$ cat config.mk
export PLATFORM = sky130hd
export DESIGN_NAME = ts_program_map_parser_unit
export DESIGN_NICKNAME = d
export VERILOG_FILES = /design/src/rtl/tsmp_pkg.sv /design/src/rtl/tsmp_parse_core.sv /design/src/rtl/tsmp_rsp_fifo.sv /design/src/rtl/ts_program_map_parser_unit.sv
export SDC_FILE = /design/constraint.sdc
export NUM_CORES = 1
export LEC_CHECK = 0
export BUFFER_PORTS_ARGS = -buffer_cell sky130_fd_sc_hd__buf_4
export CORE_ASPECT_RATIO = 1.5
export CORE_MARGIN = 3
export CORE_UTILIZATION = 40
export CTS_CLUSTER_DIAMETER = 40
export CTS_CLUSTER_SIZE = 14
export DETAILED_ROUTE_END_ITERATION = 6
export PLACE_DENSITY = 0.66
export SYNTH_ARGS = -nofsm -noshare
export SYNTH_HDL_FRONTEND = slang
export SYNTH_HIERARCHICAL = 1
export SYNTH_SLANG_ARGS = --single-unit
export TNS_END_PERCENT = 1
$ cat constraint.sdc
create_clock -name clock -period 9.69 [get_ports clock]
set_clock_uncertainty 0.1 [all_clocks]
set_input_delay 1.938 -clock clock [delete_from_list [all_inputs] [get_ports clock]]
set_output_delay 1.938 -clock clock [all_outputs]
set_load 0.1 [all_outputs]
$ cat src/rtl/tsmp_pkg.sv
// Shared types, codes and constants of the program map section parser.
// Used by tsmp_parse_core, tsmp_rsp_fifo and ts_program_map_parser_unit.
`default_nettype none

package tsmp_pkg;

   // Parser phase, one-hot
   typedef enum logic [9:0] {
      PH_IDLE  = 10'b00_0000_0001,
      PH_HDR   = 10'b00_0000_0010,
      PH_PTAG  = 10'b00_0000_0100,
      PH_PLEN  = 10'b00_0000_1000,
      PH_PSKIP = 10'b00_0001_0000,
      PH_ETYPE = 10'b00_0010_0000,
      PH_EHDR  = 10'b00_0100_0000,
      PH_ETAG  = 10'b00_1000_0000,
      PH_ELEN  = 10'b01_0000_0000,
      PH_ESKIP = 10'b10_0000_0000
   } phase_type;

   // Stream type codes
   localparam logic [7:0] ST_MPEG2_VIDEO   = 8'h01;
   localparam logic [7:0] ST_MPEG2_VIDEO_B = 8'h02;
   localparam logic [7:0] ST_MPEG2_AUDIO   = 8'h03;
   localparam logic [7:0] ST_MPEG2_AUDIO_B = 8'h04;
   localparam logic [7:0] ST_AC3_PRIV      = 8'h81;
   localparam logic [7:0] ST_H264          = 8'h1b;
   localparam logic [7:0] ST_PRIVATE       = 8'h06;

   // Reported stream kinds
   localparam logic [2:0] KIND_NONE     = 3'd0;
   localparam logic [2:0] KIND_VIDEO    = 3'd1;
   localparam logic [2:0] KIND_AUDIO    = 3'd2;
   localparam logic [2:0] KIND_H264     = 3'd3;
   localparam logic [2:0] KIND_TELETEXT = 3'd4;
   localparam logic [2:0] KIND_AC3      = 3'd5;

   // Finish status codes
   localparam logic [1:0] STATUS_OK       = 2'd0;
   localparam logic [1:0] STATUS_SHORT    = 2'd1;
   localparam logic [1:0] STATUS_MISMATCH = 2'd2;

   // Result kinds
   localparam logic RES_STREAM = 1'b0;
   localparam logic RES_FINISH = 1'b1;

   // Register indexes and reset values
   localparam logic [1:0] CSR_SERVICE_ID   = 2'd0;
   localparam logic [1:0] CSR_TELETEXT_TAG = 2'd1;
   localparam logic [1:0] CSR_AC3_TAG      = 2'd2;
   localparam logic [7:0] TELETEXT_TAG_RST = 8'd86;
   localparam logic [7:0] AC3_TAG_RST      = 8'd106;

   // Section layout
   localparam logic [11:0] MIN_SECTION  = 12'd9;
   localparam logic [11:0] MIN_ES_BYTES = 12'd5;
   localparam logic [11:0] MIN_LOOP     = 12'd2;
   localparam logic [3:0]  HDR_SID_HI   = 4'd0;
   localparam logic [3:0]  HDR_SID_LO   = 4'd1;
   localparam logic [3:0]  HDR_PLEN_HI  = 4'd7;
   localparam logic [3:0]  HDR_PLEN_LO  = 4'd8;
   localparam logic [3:0]  ES_PID_HI    = 4'd1;
   localparam logic [3:0]  ES_PID_LO    = 4'd2;
   localparam logic [3:0]  ES_LEN_HI    = 4'd3;

   // Stream payload widths
   localparam int REQ_TDATA_W = 24;
   localparam int RSP_TDATA_W = 24;

   // Result queue
   localparam int RSP_DEPTH = 3;
   localparam int RSP_CNT_W = 2;

   typedef struct packed {
      logic        last;
      logic [1:0]  status;
      logic [2:0]  stream_kind;
      logic [12:0] stream_pid;
      logic        kind;
   } result_type;

   // Results produced by one byte, stream result first
   typedef struct packed {
      logic [1:0] count;
      result_type r1;
      result_type r0;
   } res_bundle_type;

   function automatic logic [2:0] type_kind(input logic [7:0] st);
      logic [2:0] k;
      case (st)
         ST_MPEG2_VIDEO, ST_MPEG2_VIDEO_B:             k = KIND_VIDEO;
         ST_MPEG2_AUDIO, ST_MPEG2_AUDIO_B, ST_AC3_PRIV: k = KIND_AUDIO;
         ST_H264:                                       k = KIND_H264;
         default:                                       k = KIND_NONE;
      endcase
      return k;
   endfunction

endpackage

`default_nettype wire

$ cat src/rtl/tsmp_parse_core.sv
// Byte-wise parser state and configuration registers of the section parser.
// Depends on tsmp_pkg for phase codes, stream kinds and the result bundle.
`default_nettype none

module tsmp_parse_core (
   input  wire logic                     clock,
   input  wire logic                     reset,
   input  wire logic                     step_en,
   input  wire logic [7:0]               data_byte,
   input  wire logic                     first_byte,
   input  wire logic [11:0]              section_bytes,
   input  wire logic                     cfg_wr,
   input  wire logic [1:0]               cfg_index,
   input  wire logic [15:0]              cfg_data,
   output tsmp_pkg::res_bundle_type      res
);

   // Configuration registers
   logic [15:0] service_id_ff;
   logic [7:0]  teletext_tag_ff;
   logic [7:0]  ac3_tag_ff;

   // Parser state
   tsmp_pkg::phase_type phase_ff, phase_in;
   logic [11:0] bl_ff, bl_in;
   logic [3:0]  hc_ff, hc_in;
   logic [15:0] gs_ff, gs_in;
   logic [11:0] loop_ff, loop_in;
   logic [7:0]  dl_ff, dl_in;
   logic [7:0]  tag_ff, tag_in;
   logic [7:0]  type_ff, type_in;
   logic [12:0] pid_ff, pid_in;
   logic [2:0]  kind_ff, kind_in;

   // Step scratch
   tsmp_pkg::phase_type cur_phase;
   logic [3:0]  cur_hc;
   logic        run;
   logic [11:0] loop_dec;
   logic [11:0] dlen_w;
   logic        want_es, want_end, want_pdesc, want_edesc;
   logic        st_emit, fin_emit;
   logic [1:0]  fin_status;
   tsmp_pkg::result_type st_res, fin_res;

   assign dlen_w   = {4'b0000, data_byte};
   assign loop_dec = loop_ff - tsmp_pkg::MIN_LOOP;

   // Write configuration registers
   always_ff @(posedge clock) begin
      if (reset) begin
         service_id_ff   <= '0;
         teletext_tag_ff <= tsmp_pkg::TELETEXT_TAG_RST;
         ac3_tag_ff      <= tsmp_pkg::AC3_TAG_RST;
      end else if (cfg_wr) begin
         case (cfg_index)
            tsmp_pkg::CSR_SERVICE_ID:   service_id_ff   <= cfg_data;
            tsmp_pkg::CSR_TELETEXT_TAG: teletext_tag_ff <= cfg_data[7:0];
            tsmp_pkg::CSR_AC3_TAG:      ac3_tag_ff      <= cfg_data[7:0];
            default: ;
         endcase
      end
   end

   // Advance the parser by one byte
   always_comb begin
      phase_in   = phase_ff;
      bl_in      = bl_ff;
      hc_in      = hc_ff;
      gs_in      = gs_ff;
      loop_in    = loop_ff;
      dl_in      = dl_ff;
      tag_in     = tag_ff;
      type_in    = type_ff;
      pid_in     = pid_ff;
      kind_in    = kind_ff;
      cur_phase  = phase_ff;
      cur_hc     = hc_ff;
      run        = 1'b0;
      want_es    = 1'b0;
      want_end   = 1'b0;
      want_pdesc = 1'b0;
      want_edesc = 1'b0;
      st_emit    = 1'b0;
      fin_emit   = 1'b0;
      fin_status = tsmp_pkg::STATUS_OK;

      // Open a new section or count down the current one
      if (first_byte) begin
         if (section_bytes < tsmp_pkg::MIN_SECTION) begin
            fin_emit   = 1'b1;
            fin_status = tsmp_pkg::STATUS_SHORT;
         end else begin
            cur_phase = tsmp_pkg::PH_HDR;
            cur_hc    = tsmp_pkg::HDR_SID_HI;
            bl_in     = section_bytes - 12'd1;
            run       = 1'b1;
         end
      end else if (phase_ff != tsmp_pkg::PH_IDLE) begin
         bl_in = bl_ff - 12'd1;
         run   = 1'b1;
      end

      if (run) begin
         phase_in = cur_phase;
         hc_in    = cur_hc;
         case (cur_phase)
            tsmp_pkg::PH_HDR: begin
               case (cur_hc)
                  tsmp_pkg::HDR_SID_HI:  gs_in   = {data_byte, 8'h00};
                  tsmp_pkg::HDR_SID_LO:  gs_in   = {gs_ff[15:8], data_byte};
                  tsmp_pkg::HDR_PLEN_HI: loop_in = {data_byte[3:0], 8'h00};
                  tsmp_pkg::HDR_PLEN_LO: begin
                     loop_in = {loop_ff[11:8], data_byte};
                     if (gs_ff != service_id_ff) begin
                        fin_emit   = 1'b1;
                        fin_status = tsmp_pkg::STATUS_MISMATCH;
                     end else begin
                        want_pdesc = 1'b1;
                     end
                  end
                  default: ;
               endcase
               hc_in = cur_hc + 4'd1;
            end
            tsmp_pkg::PH_PTAG: begin
               tag_in   = data_byte;
               phase_in = tsmp_pkg::PH_PLEN;
            end
            tsmp_pkg::PH_PLEN: begin
               loop_in = loop_dec;
               if (dlen_w > bl_in) begin
                  // overlong descriptor ends the program loop
                  want_es = 1'b1;
               end else begin
                  loop_in = (dlen_w > loop_dec) ? 12'd0 : loop_dec - dlen_w;
                  dl_in   = data_byte;
                  if (data_byte == 8'd0) begin
                     want_pdesc = 1'b1;
                  end else begin
                     phase_in = tsmp_pkg::PH_PSKIP;
                  end
               end
            end
            tsmp_pkg::PH_PSKIP: begin
               dl_in = dl_ff - 8'd1;
               if (dl_in == 8'd0) begin
                  want_pdesc = 1'b1;
               end
            end
            tsmp_pkg::PH_ETYPE: begin
               type_in  = data_byte;
               kind_in  = tsmp_pkg::type_kind(data_byte);
               hc_in    = tsmp_pkg::ES_PID_HI;
               phase_in = tsmp_pkg::PH_EHDR;
            end
            tsmp_pkg::PH_EHDR: begin
               case (cur_hc)
                  tsmp_pkg::ES_PID_HI: pid_in  = {data_byte[4:0], 8'h00};
                  tsmp_pkg::ES_PID_LO: pid_in  = {pid_ff[12:8], data_byte};
                  tsmp_pkg::ES_LEN_HI: loop_in = {data_byte[3:0], 8'h00};
                  default: begin
                     loop_in    = {loop_ff[11:8], data_byte};
                     want_edesc = 1'b1;
                  end
               endcase
               hc_in = cur_hc + 4'd1;
            end
            tsmp_pkg::PH_ETAG: begin
               tag_in   = data_byte;
               phase_in = tsmp_pkg::PH_ELEN;
            end
            tsmp_pkg::PH_ELEN: begin
               loop_in = loop_dec;
               if (dlen_w > bl_in) begin
                  want_end = 1'b1;
               end else begin
                  // private stream: teletext tag wins over AC-3 tag
                  if (type_ff == tsmp_pkg::ST_PRIVATE) begin
                     if (tag_ff == teletext_tag_ff) begin
                        kind_in = tsmp_pkg::KIND_TELETEXT;
                     end else if (tag_ff == ac3_tag_ff) begin
                        kind_in = tsmp_pkg::KIND_AC3;
                     end
                  end
                  loop_in = (dlen_w > loop_dec) ? 12'd0 : loop_dec - dlen_w;
                  dl_in   = data_byte;
                  if (data_byte == 8'd0) begin
                     want_edesc = 1'b1;
                  end else begin
                     phase_in = tsmp_pkg::PH_ESKIP;
                  end
               end
            end
            tsmp_pkg::PH_ESKIP: begin
               dl_in = dl_ff - 8'd1;
               if (dl_in == 8'd0) begin
                  want_edesc = 1'b1;
               end
            end
            default: phase_in = tsmp_pkg::PH_IDLE;
         endcase

         // Resolve loop exits: descriptor loop, stream end, next entry
         if (want_edesc) begin
            if (loop_in > tsmp_pkg::MIN_LOOP) begin
               phase_in = tsmp_pkg::PH_ETAG;
            end else begin
               want_end = 1'b1;
            end
         end
         if (want_pdesc) begin
            if (loop_in > tsmp_pkg::MIN_LOOP) begin
               phase_in = tsmp_pkg::PH_PTAG;
            end else begin
               want_es = 1'b1;
            end
         end
         if (want_end) begin
            st_emit = (kind_in != tsmp_pkg::KIND_NONE);
            want_es = 1'b1;
         end
         if (want_es) begin
            if (bl_in >= tsmp_pkg::MIN_ES_BYTES) begin
               phase_in = tsmp_pkg::PH_ETYPE;
            end else begin
               fin_emit = 1'b1;
            end
         end
         if (fin_emit) begin
            phase_in = tsmp_pkg::PH_IDLE;
         end

         // Out of bytes: flush a stream whose header is complete, then finish
         if (phase_in != tsmp_pkg::PH_IDLE && bl_in == 12'd0) begin
            if ((phase_in == tsmp_pkg::PH_ETAG || phase_in == tsmp_pkg::PH_ELEN ||
                 phase_in == tsmp_pkg::PH_ESKIP) && kind_in != tsmp_pkg::KIND_NONE) begin
               st_emit = 1'b1;
            end
            fin_emit   = 1'b1;
            fin_status = tsmp_pkg::STATUS_OK;
         end
      end

      if (fin_emit) begin
         phase_in = tsmp_pkg::PH_IDLE;
      end
   end

   // Hold parser state between accepted bytes
   always_ff @(posedge clock) begin
      if (reset) begin
         phase_ff <= tsmp_pkg::PH_IDLE;
         bl_ff    <= '0;
         hc_ff    <= '0;
         gs_ff    <= '0;
         loop_ff  <= '0;
         dl_ff    <= '0;
         tag_ff   <= '0;
         type_ff  <= '0;
         pid_ff   <= '0;
         kind_ff  <= '0;
      end else if (step_en) begin
         phase_ff <= phase_in;
         bl_ff    <= bl_in;
         hc_ff    <= hc_in;
         gs_ff    <= gs_in;
         loop_ff  <= loop_in;
         dl_ff    <= dl_in;
         tag_ff   <= tag_in;
         type_ff  <= type_in;
         pid_ff   <= pid_in;
         kind_ff  <= kind_in;
      end
   end

   // Build the results of this byte
   always_comb begin
      st_res.kind         = tsmp_pkg::RES_STREAM;
      st_res.stream_pid   = pid_in;
      st_res.stream_kind  = kind_in;
      st_res.status       = tsmp_pkg::STATUS_OK;
      st_res.last         = !fin_emit;
      fin_res.kind        = tsmp_pkg::RES_FINISH;
      fin_res.stream_pid  = '0;
      fin_res.stream_kind = tsmp_pkg::KIND_NONE;
      fin_res.status      = fin_status;
      fin_res.last        = 1'b1;
   end

   assign res.count = step_en ? ({1'b0, st_emit} + {1'b0, fin_emit}) : 2'd0;
   assign res.r0    = st_emit ? st_res : fin_res;
   assign res.r1    = fin_res;

   // Two results are always a stream followed by the finish
   a_pair_order: assert property (@(posedge clock) disable iff (reset)
      res.count == 2'd2 |-> res.r0.kind == tsmp_pkg::RES_STREAM &&
                            res.r1.kind == tsmp_pkg::RES_FINISH)
      else $error("result pair out of order");

   // A finish always leaves the parser idle
   a_finish_idle: assert property (@(posedge clock) disable iff (reset)
      step_en && fin_emit |=> phase_ff == tsmp_pkg::PH_IDLE)
      else $error("parser not idle after finish");

   // Only streams of a known kind are reported
   a_known_kind: assert property (@(posedge clock) disable iff (reset)
      step_en && st_emit |-> kind_in != tsmp_pkg::KIND_NONE)
      else $error("stream reported without kind");

endmodule

`default_nettype wire

$ cat src/rtl/tsmp_rsp_fifo.sv
// Three-entry result queue that takes up to two results per cycle while at most one entry is held.
// Depends on tsmp_pkg for the result types and queue depth.
`default_nettype none

module tsmp_rsp_fifo (
   input  wire logic                        clock,
   input  wire logic                        reset,
   input  wire tsmp_pkg::res_bundle_type    push,
   input  wire logic                        rsp_tready,
   output logic                             rsp_tvalid,
   output tsmp_pkg::result_type             rsp_item,
   output logic                             can_accept
);

   tsmp_pkg::result_type slots_ff [tsmp_pkg::RSP_DEPTH];
   tsmp_pkg::result_type slots_in [tsmp_pkg::RSP_DEPTH];
   logic [tsmp_pkg::RSP_CNT_W-1:0] count_ff, count_in;
   logic [tsmp_pkg::RSP_CNT_W-1:0] base;
   logic                           pop;

   assign pop        = (count_ff != '0) && rsp_tready;
   assign base       = count_ff - {{(tsmp_pkg::RSP_CNT_W-1){1'b0}}, pop};
   assign count_in   = base + push.count;
   assign rsp_tvalid = (count_ff != '0);
   assign rsp_item   = slots_ff[0];
   // room for two more results even without a pop
   assign can_accept = (count_ff <= 2'd1);

   // Shift out the head, then append new results behind the survivors
   always_comb begin
      for (int i = 0; i < tsmp_pkg::RSP_DEPTH; i++) begin
         slots_in[i] = slots_ff[i];
      end
      if (pop) begin
         for (int i = 0; i < tsmp_pkg::RSP_DEPTH - 1; i++) begin
            slots_in[i] = slots_ff[i+1];
         end
      end
      for (int i = 0; i < tsmp_pkg::RSP_DEPTH; i++) begin
         if (push.count != 2'd0 && base == tsmp_pkg::RSP_CNT_W'(i)) begin
            slots_in[i] = push.r0;
         end
         if (push.count == 2'd2 && (base + 2'd1) == tsmp_pkg::RSP_CNT_W'(i)) begin
            slots_in[i] = push.r1;
         end
      end
   end

   always_ff @(posedge clock) begin
      for (int i = 0; i < tsmp_pkg::RSP_DEPTH; i++) begin
         slots_ff[i] <= slots_in[i];
      end
   end

   always_ff @(posedge clock) begin
      if (reset) begin
         count_ff <= '0;
      end else begin
         count_ff <= count_in;
      end
   end

   // New results arrive only when two entries are free
   a_room: assert property (@(posedge clock) disable iff (reset)
      push.count != 2'd0 |-> count_ff <= 2'd1)
      else $error("result pushed without room");

   // A pop with nothing pushed shrinks the queue by one
   a_pop_only: assert property (@(posedge clock) disable iff (reset)
      pop && push.count == 2'd0 |=> count_ff == $past(count_ff) - 2'd1)
      else $error("queue count wrong after pop");

   // A pair pushed while stalled grows the queue by two
   a_pair_push: assert property (@(posedge clock) disable iff (reset)
      !pop && push.count == 2'd2 |=> count_ff == $past(count_ff) + 2'd2)
      else $error("queue count wrong after pair push");

endmodule

`default_nettype wire

$ cat src/rtl/ts_program_map_parser_unit.sv
// Top level of the program map section parser: stream ports and CSR port.
// Depends on tsmp_pkg, tsmp_parse_core and tsmp_rsp_fifo.
//
//   channel  dir  handshake             payload
//   req      in   req_tvalid/tready     tdata: data_byte, section_bytes; tuser: first_byte
//   rsp      out  rsp_tvalid/tready     tdata: pid, kind, status; tuser: kind; tlast: last
//   csr      in   csr_valid/csr_ready   csr_index, csr_data
//
// One section byte is taken per cycle while req_tready is high; its results enter the
// result queue at the same clock edge and reach rsp through the queue's head register.
// A byte that gives both a stream and a finish result fills the queue past its accept
// limit, so req_tready drops while the queue drains. Reset clears the parser to idle,
// loads the register defaults and empties the queue; no sweep. csr_ready is always high.
// The user must write registers only while no section is open; the block has no check.
`default_nettype none

module ts_program_map_parser_unit (
   input  wire logic                               clock,
   input  wire logic                               reset,
   // data_byte [7:0], section_bytes [19:8], zero [23:20]
   input  wire logic [tsmp_pkg::REQ_TDATA_W-1:0]   req_tdata,
   // first_byte [0]
   input  wire logic                               req_tuser,
   input  wire logic                               req_tvalid,
   output logic                                    req_tready,
   // stream_pid [12:0], stream_kind [15:13], status [17:16], zero [23:18]
   output logic [tsmp_pkg::RSP_TDATA_W-1:0]        rsp_tdata,
   // result_kind [0]
   output logic                                    rsp_tuser,
   output logic                                    rsp_tlast,
   output logic                                    rsp_tvalid,
   input  wire logic                               rsp_tready,
   input  wire logic                               csr_valid,
   output logic                                    csr_ready,
   input  wire logic [1:0]                         csr_index,
   input  wire logic [15:0]                        csr_data
);

   tsmp_pkg::res_bundle_type res;
   tsmp_pkg::result_type     item;
   logic                     accept;
   logic                     can_accept;

   assign req_tready = can_accept;
   assign accept     = req_tvalid && req_tready;
   assign csr_ready  = 1'b1;

   // Parse one request byte per accepted request
   tsmp_parse_core u_core (
      .clock         (clock),
      .reset         (reset),
      .step_en       (accept),
      .data_byte     (req_tdata[7:0]),
      .first_byte    (req_tuser),
      .section_bytes (req_tdata[19:8]),
      .cfg_wr        (csr_valid && csr_ready),
      .cfg_index     (csr_index),
      .cfg_data      (csr_data),
      .res           (res)
   );

   // Queue results toward the rsp port
   tsmp_rsp_fifo u_fifo (
      .clock      (clock),
      .reset      (reset),
      .push       (res),
      .rsp_tready (rsp_tready),
      .rsp_tvalid (rsp_tvalid),
      .rsp_item   (item),
      .can_accept (can_accept)
   );

   // Pack the result payload
   assign rsp_tdata = {6'b00_0000, item.status, item.stream_kind, item.stream_pid};
   assign rsp_tuser = item.kind;
   assign rsp_tlast = item.last;

endmodule

`default_nettype wire
# Yosys cells after proc, flatten, opt, wreduce, memory -nomap -nowiden
# Memory sizes are Yosys's and may differ from the RTL's.
# Index checks and enable logic that the tools add are counted.
# classes
n_addsub	10
multipliers	0
div_mod_pow	0
magnitude_cmp	6
eq_ne	37
shift	0
muxes	96
n_bitwise	1
n_reduce_logical	45
# ops
operator	n
$mux 10	16
$mux 20	7
$mux 12	6
$pmux 10 s6	1
$pmux 12 s2	2
$mux 40	1
$mux 1	36
$pmux 12 s3	1
$pmux 16 s2	1
$mux 13	2
$pmux 13 s2	1
$gt 8x12->1	2
$sub 12x1->12 const B	2
$eq 10x10->1 const B	2
$eq 10x8->1 const B	2
$eq 10x9->1 const B	2
$ne 10x1->1 const B	2
$mux 3	6
$eq 8x2->1 const B	2
$eq 8x3->1 const B	2
$eq 8x8->1	2
$logic_not 8->1	2
$ne 16x16->1	1
$pmux 8 s2	1
51 further kinds	93
# word_totals
ff_bits	128
latch_bits	0
ram_bits	60
rom_bits	0
output_inout_bits	29
memories	1
# mem_list
name	words	width	rd	rd_clocked_by_memory_dff	write_ports	line	rtl
u_fifo.slots_ff	3	20	3	0	3	tsmp_rsp_fifo.sv:15	tsmp_pkg::result_type slots_ff [tsmp_pkg::RSP_DEPTH];

# Depth between registers and ports, before layout
# depth
ltp_word	31
depth_mapped	34

# By module
# The synthesis kept the hierarchy.
# modules_own_cells
module	n_inst	cells_per_inst	area_each_um2	seq_area_each_um2
tsmp_parse_core	1	1151	8560.7	2522.4
tsmp_rsp_fifo	1	274	3358.2	1841.8
ts_program_map_parser_unit	1	10	66.3	0.0

# Worst setup path before layout
# OpenSTA, ideal clock, no wires.
# synth_timing
kind	input -> register
start	in req_tdata[19] in the netlist's numbering
end	mem u_fifo/slots_ff[0][20] in the netlist's numbering, enable pin
setup_time_ns	0.403
arrival_time_ns	8.761
required_ns	9.187
setup_slack_ns	0.426
cell_stages	28
n_path_buf	6
path_cell_list	or4_1 > a211o_1 > nand2_1 > clkbuf_1 > clkbuf_1 > o211ai_1 > ha_1 > nand2_1 > o21ai_0 > mux2i_1 > a21oi_1 > nand2_2 > nor4b_4 > buf_2 > o211ai_1 > or4b_4 > o31a_1 > o221a_1 > a311o_1 > buf_6 > buf_12 > inv_2 > ha_1 > inv_1 > nor2_1 > o21bai_1 > clkbuf_1 > o211ai_1
# synth_lines
item	line	rtl
start: declaration	ts_program_map_parser_unit.sv:21	input wire logic [tsmp_pkg::REQ_TDATA_W-1:0] req_tdata,
end: declaration	tsmp_rsp_fifo.sv:15	

==> results_dict.tcl <==
set metrics [dict create \
    place_congestion 0.990 \
    fin_crit_ps 9010 \
    setup_slack_ps 680 \
    intPower_uw 1450 \
    post_cts_buffers 0 \
    via_per_inst 5.87 \
    syn_area_um2 12000 \
    cts_tree "yes" \
    p_sw_share_pct 35.0 \
    synth-async-reset-ratio_pct 0 \
    ys_warn_count 6 \
    path_buf_inv 5 \
    grtUsageTotal_pct 20.9 \
    grt_pass1_wl_um 54000 \
    ys_types 87 \
    p_leak_uw 0.00489 \
    synth_edf_count 60 \
    arrival_ps 9100 \
    dp_hpwl_um 24600 \
    fmax_mhz 111 \
    violations "DRC" \
    dpl_worst_slack_ps 382 \
    crit_top_cell "buf_4" \
    finalCritPeriodShare_pct 93.0 \
    dr.pass1.iters 7 \
    cts_buffers 17 \
    clockBufferDepth 2 \
    cts_resized 0 \
    cp_slowest_cell "or4_1" \
    placedInstanceArea_um2 12600 \
    critPathLaunchType "input pin" \
    synth_top_area_cell "dfxtp_1" \
    clock_latency_ps 450 \
    pwr_density_cell_nw_per_um2 168 \
    vias 10900 \
    worstMarginPinSlew_ps 1050 \
    ir_drop_v 0.000136 \
    pwr-share-clk_pct 32.6 \
    cts_root_buf "clkbuf_16" \
    die_h_um 218 \
    gr-total-overflow 0 \
    drv_cap 0 \
    worstSetupPathType "in2reg" \
    p_comb_share_pct 27.3 \
    die_x_um 147 \
    grt_pass1_vias 10300 \
    wirelength_um 34200 \
    cts_sinks 188 \
    fin_setup_tns_ps 0 \
    rsz0062_at_grt "no" \
    postSynthCellCount 1435 \
    route.detailed.drc 18 \
    required_ps 9780 \
    most-common-layout-cells "183 x nor2_1, 138 x nand2_1, 128 x dfxtp_1" \
    fp.dieArea_um2 32100 \
    crit_fanout 18 \
    ys_ff_latch 188 \
    slowest_delay_ps 630 \
    start_util_pct 40.7 \
    power_switching_uw 780 \
    status "finished, violations left" \
    drv_slew 0 \
    synthFlopType "dfxtp_1" \
    design.core.area_um2 29500 \
    ios 77 \
    fp-row-count 77 \
    yosys-top-cells-area "dfxtp_1 21%, edfxtp_1 15%, nor2_1 5.7%" \
    ys_seq_area_share_pct 36.4 \
    area_growth_pct 10.2 \
    final_nets 1517 \
    pwr-share-seq_pct 40.1 \
    met2_length_um 17500 \
    synth_top_area_share_pct 21.4 \
    hp-class "reg2reg" \
    hold_viol 0 \
    cp-end-kind "register" \
    antennaDiodeCount 0 \
    final_cell_area_um2 13200 \
    cts_hold_buf 0 \
    htreeDepth 4 \
    antenna_left 0 \
    drive_gt1_share_pct 11.9 \
    wl_met1_um 13300 \
    critPathTopFamily "simple AND/OR/NAND/NOR gates" \
    routed.top_layer "met4" \
    io_buffers 65 \
    path_clk_slew_ps 70 \
    final_common_cell "nor2_1" \
    avgSynthCellArea_um2 8.35 \
    wl_per_cell_um 18.5 \
    grt_antenna_before_repair 0 \
    wl_met3_um 1580 \
    setup_violations 0 \
    drtIter0Drc 786 \
    max_slew_margin_pct 29.1 \
    grt_max_degree 70 \
]
## cells by family (layout without fill, tap and decap cells)
group / after synthesis / after routing / share of synthesized area, %
and+or+nand+nor: 601 / 601 / 25.8
xor gates and xnor gates: 60 / 60 / 4.62
DFF: 188 / 188 / 36.4
muxes: 48 / 48 / 4.23
AOI/OAI and AO/OA: 330 / 330 / 18.4
other: 4 / 25 / 0.125
buffers and inverters: 175 / 173 / 7.34
adders and majority gates: 29 / 29 / 3.07
## per-stage QoR
step,cells,hold slack (ps),power [uW],util (%)
floorplan,1456,336,1370,-
global placement,1817,343,1500,42.7
detailed placement,1817,352,1510,42.7
CTS,1849,363,2230,44.8
global route,1849,388,2320,44.8
finish,1849,362,2230,44.8
## sequential cells by signal, indices dropped and copies added, names as in the netlist, 4 cells and up
name                    cells
u_core/type_ff              8
u_fifo/slots_ff            60
u_core/service_id_ff       16
u_core/phase_ff            10
u_core/tag_ff               8
u_core/pid_ff              13
u_core/hc_ff                4
u_core/loop_ff             12
u_core/gs_ff               16
u_core/ac3_tag_ff           8
u_core/bl_ff               12
u_core/teletext_tag_ff      8
u_core/dl_ff                8
## tightest hold or removal path: cells and delay by family (launching register included)
kind	cells	cell delay [ps]
AO/OA/AOI/OAI	1	50
flip-flops	1	320
AND/OR/NAND/NOR	1	50
## power by group through the flow
stage               Clock, uW  Combinational, uW  Sequential [uW]
detailed placement          0                597              909
global route              770                655              897
global placement            0                589              908
finish                    726                607              892
CTS                       741                599              891
floorplan                   0                475              896
## per-layer routing
metal  up-vias  track usage, %
met3        96            2.06
met2       410            37.7
met5         -               0
met1      5172            23.7
li1       5173               -
met4         0            12.6
## synth_stat cells (all sizes together), types with 30 or more instances
library cell  instances
a21oi                78
a22oi                48
and3                 30
buf                  62
clkbuf               72
dfxtp               128
edfxtp               60
inv                  41
nand2               140
nand4                30
nor2                192
nor3                 55
o21ai                71
xnor2                42
## cell type report
type,instances,area [um2]
Multi-Input combinational cell,1093,6840
Tap cell,395,494
Timing Repair Buffer,100,751
Sequential cell,188,4360
Fill cell,2946,16300
Inverter,41,154
Clock buffer,19,464
Clock inverter,13,149
## worst paths after layout
path | startpoint | endpoint | slack [ps] | cells past startpoint
worst max register to register | u_core/phase_ff[4] | u_fifo/slots_ff[0][47] | 1800 | 28
worst min register to register | u_core/type_ff[0] | u_core/type_ff[0] | 360 | 2
worst max-delay path | req_tdata[19] | u_fifo/slots_ff[0][47] | 680 | 29
worst min-delay path | u_core/type_ff[0] | u_core/type_ff[0] | 360 | 2
No activity file was read; power rests on OpenSTA's default activity.
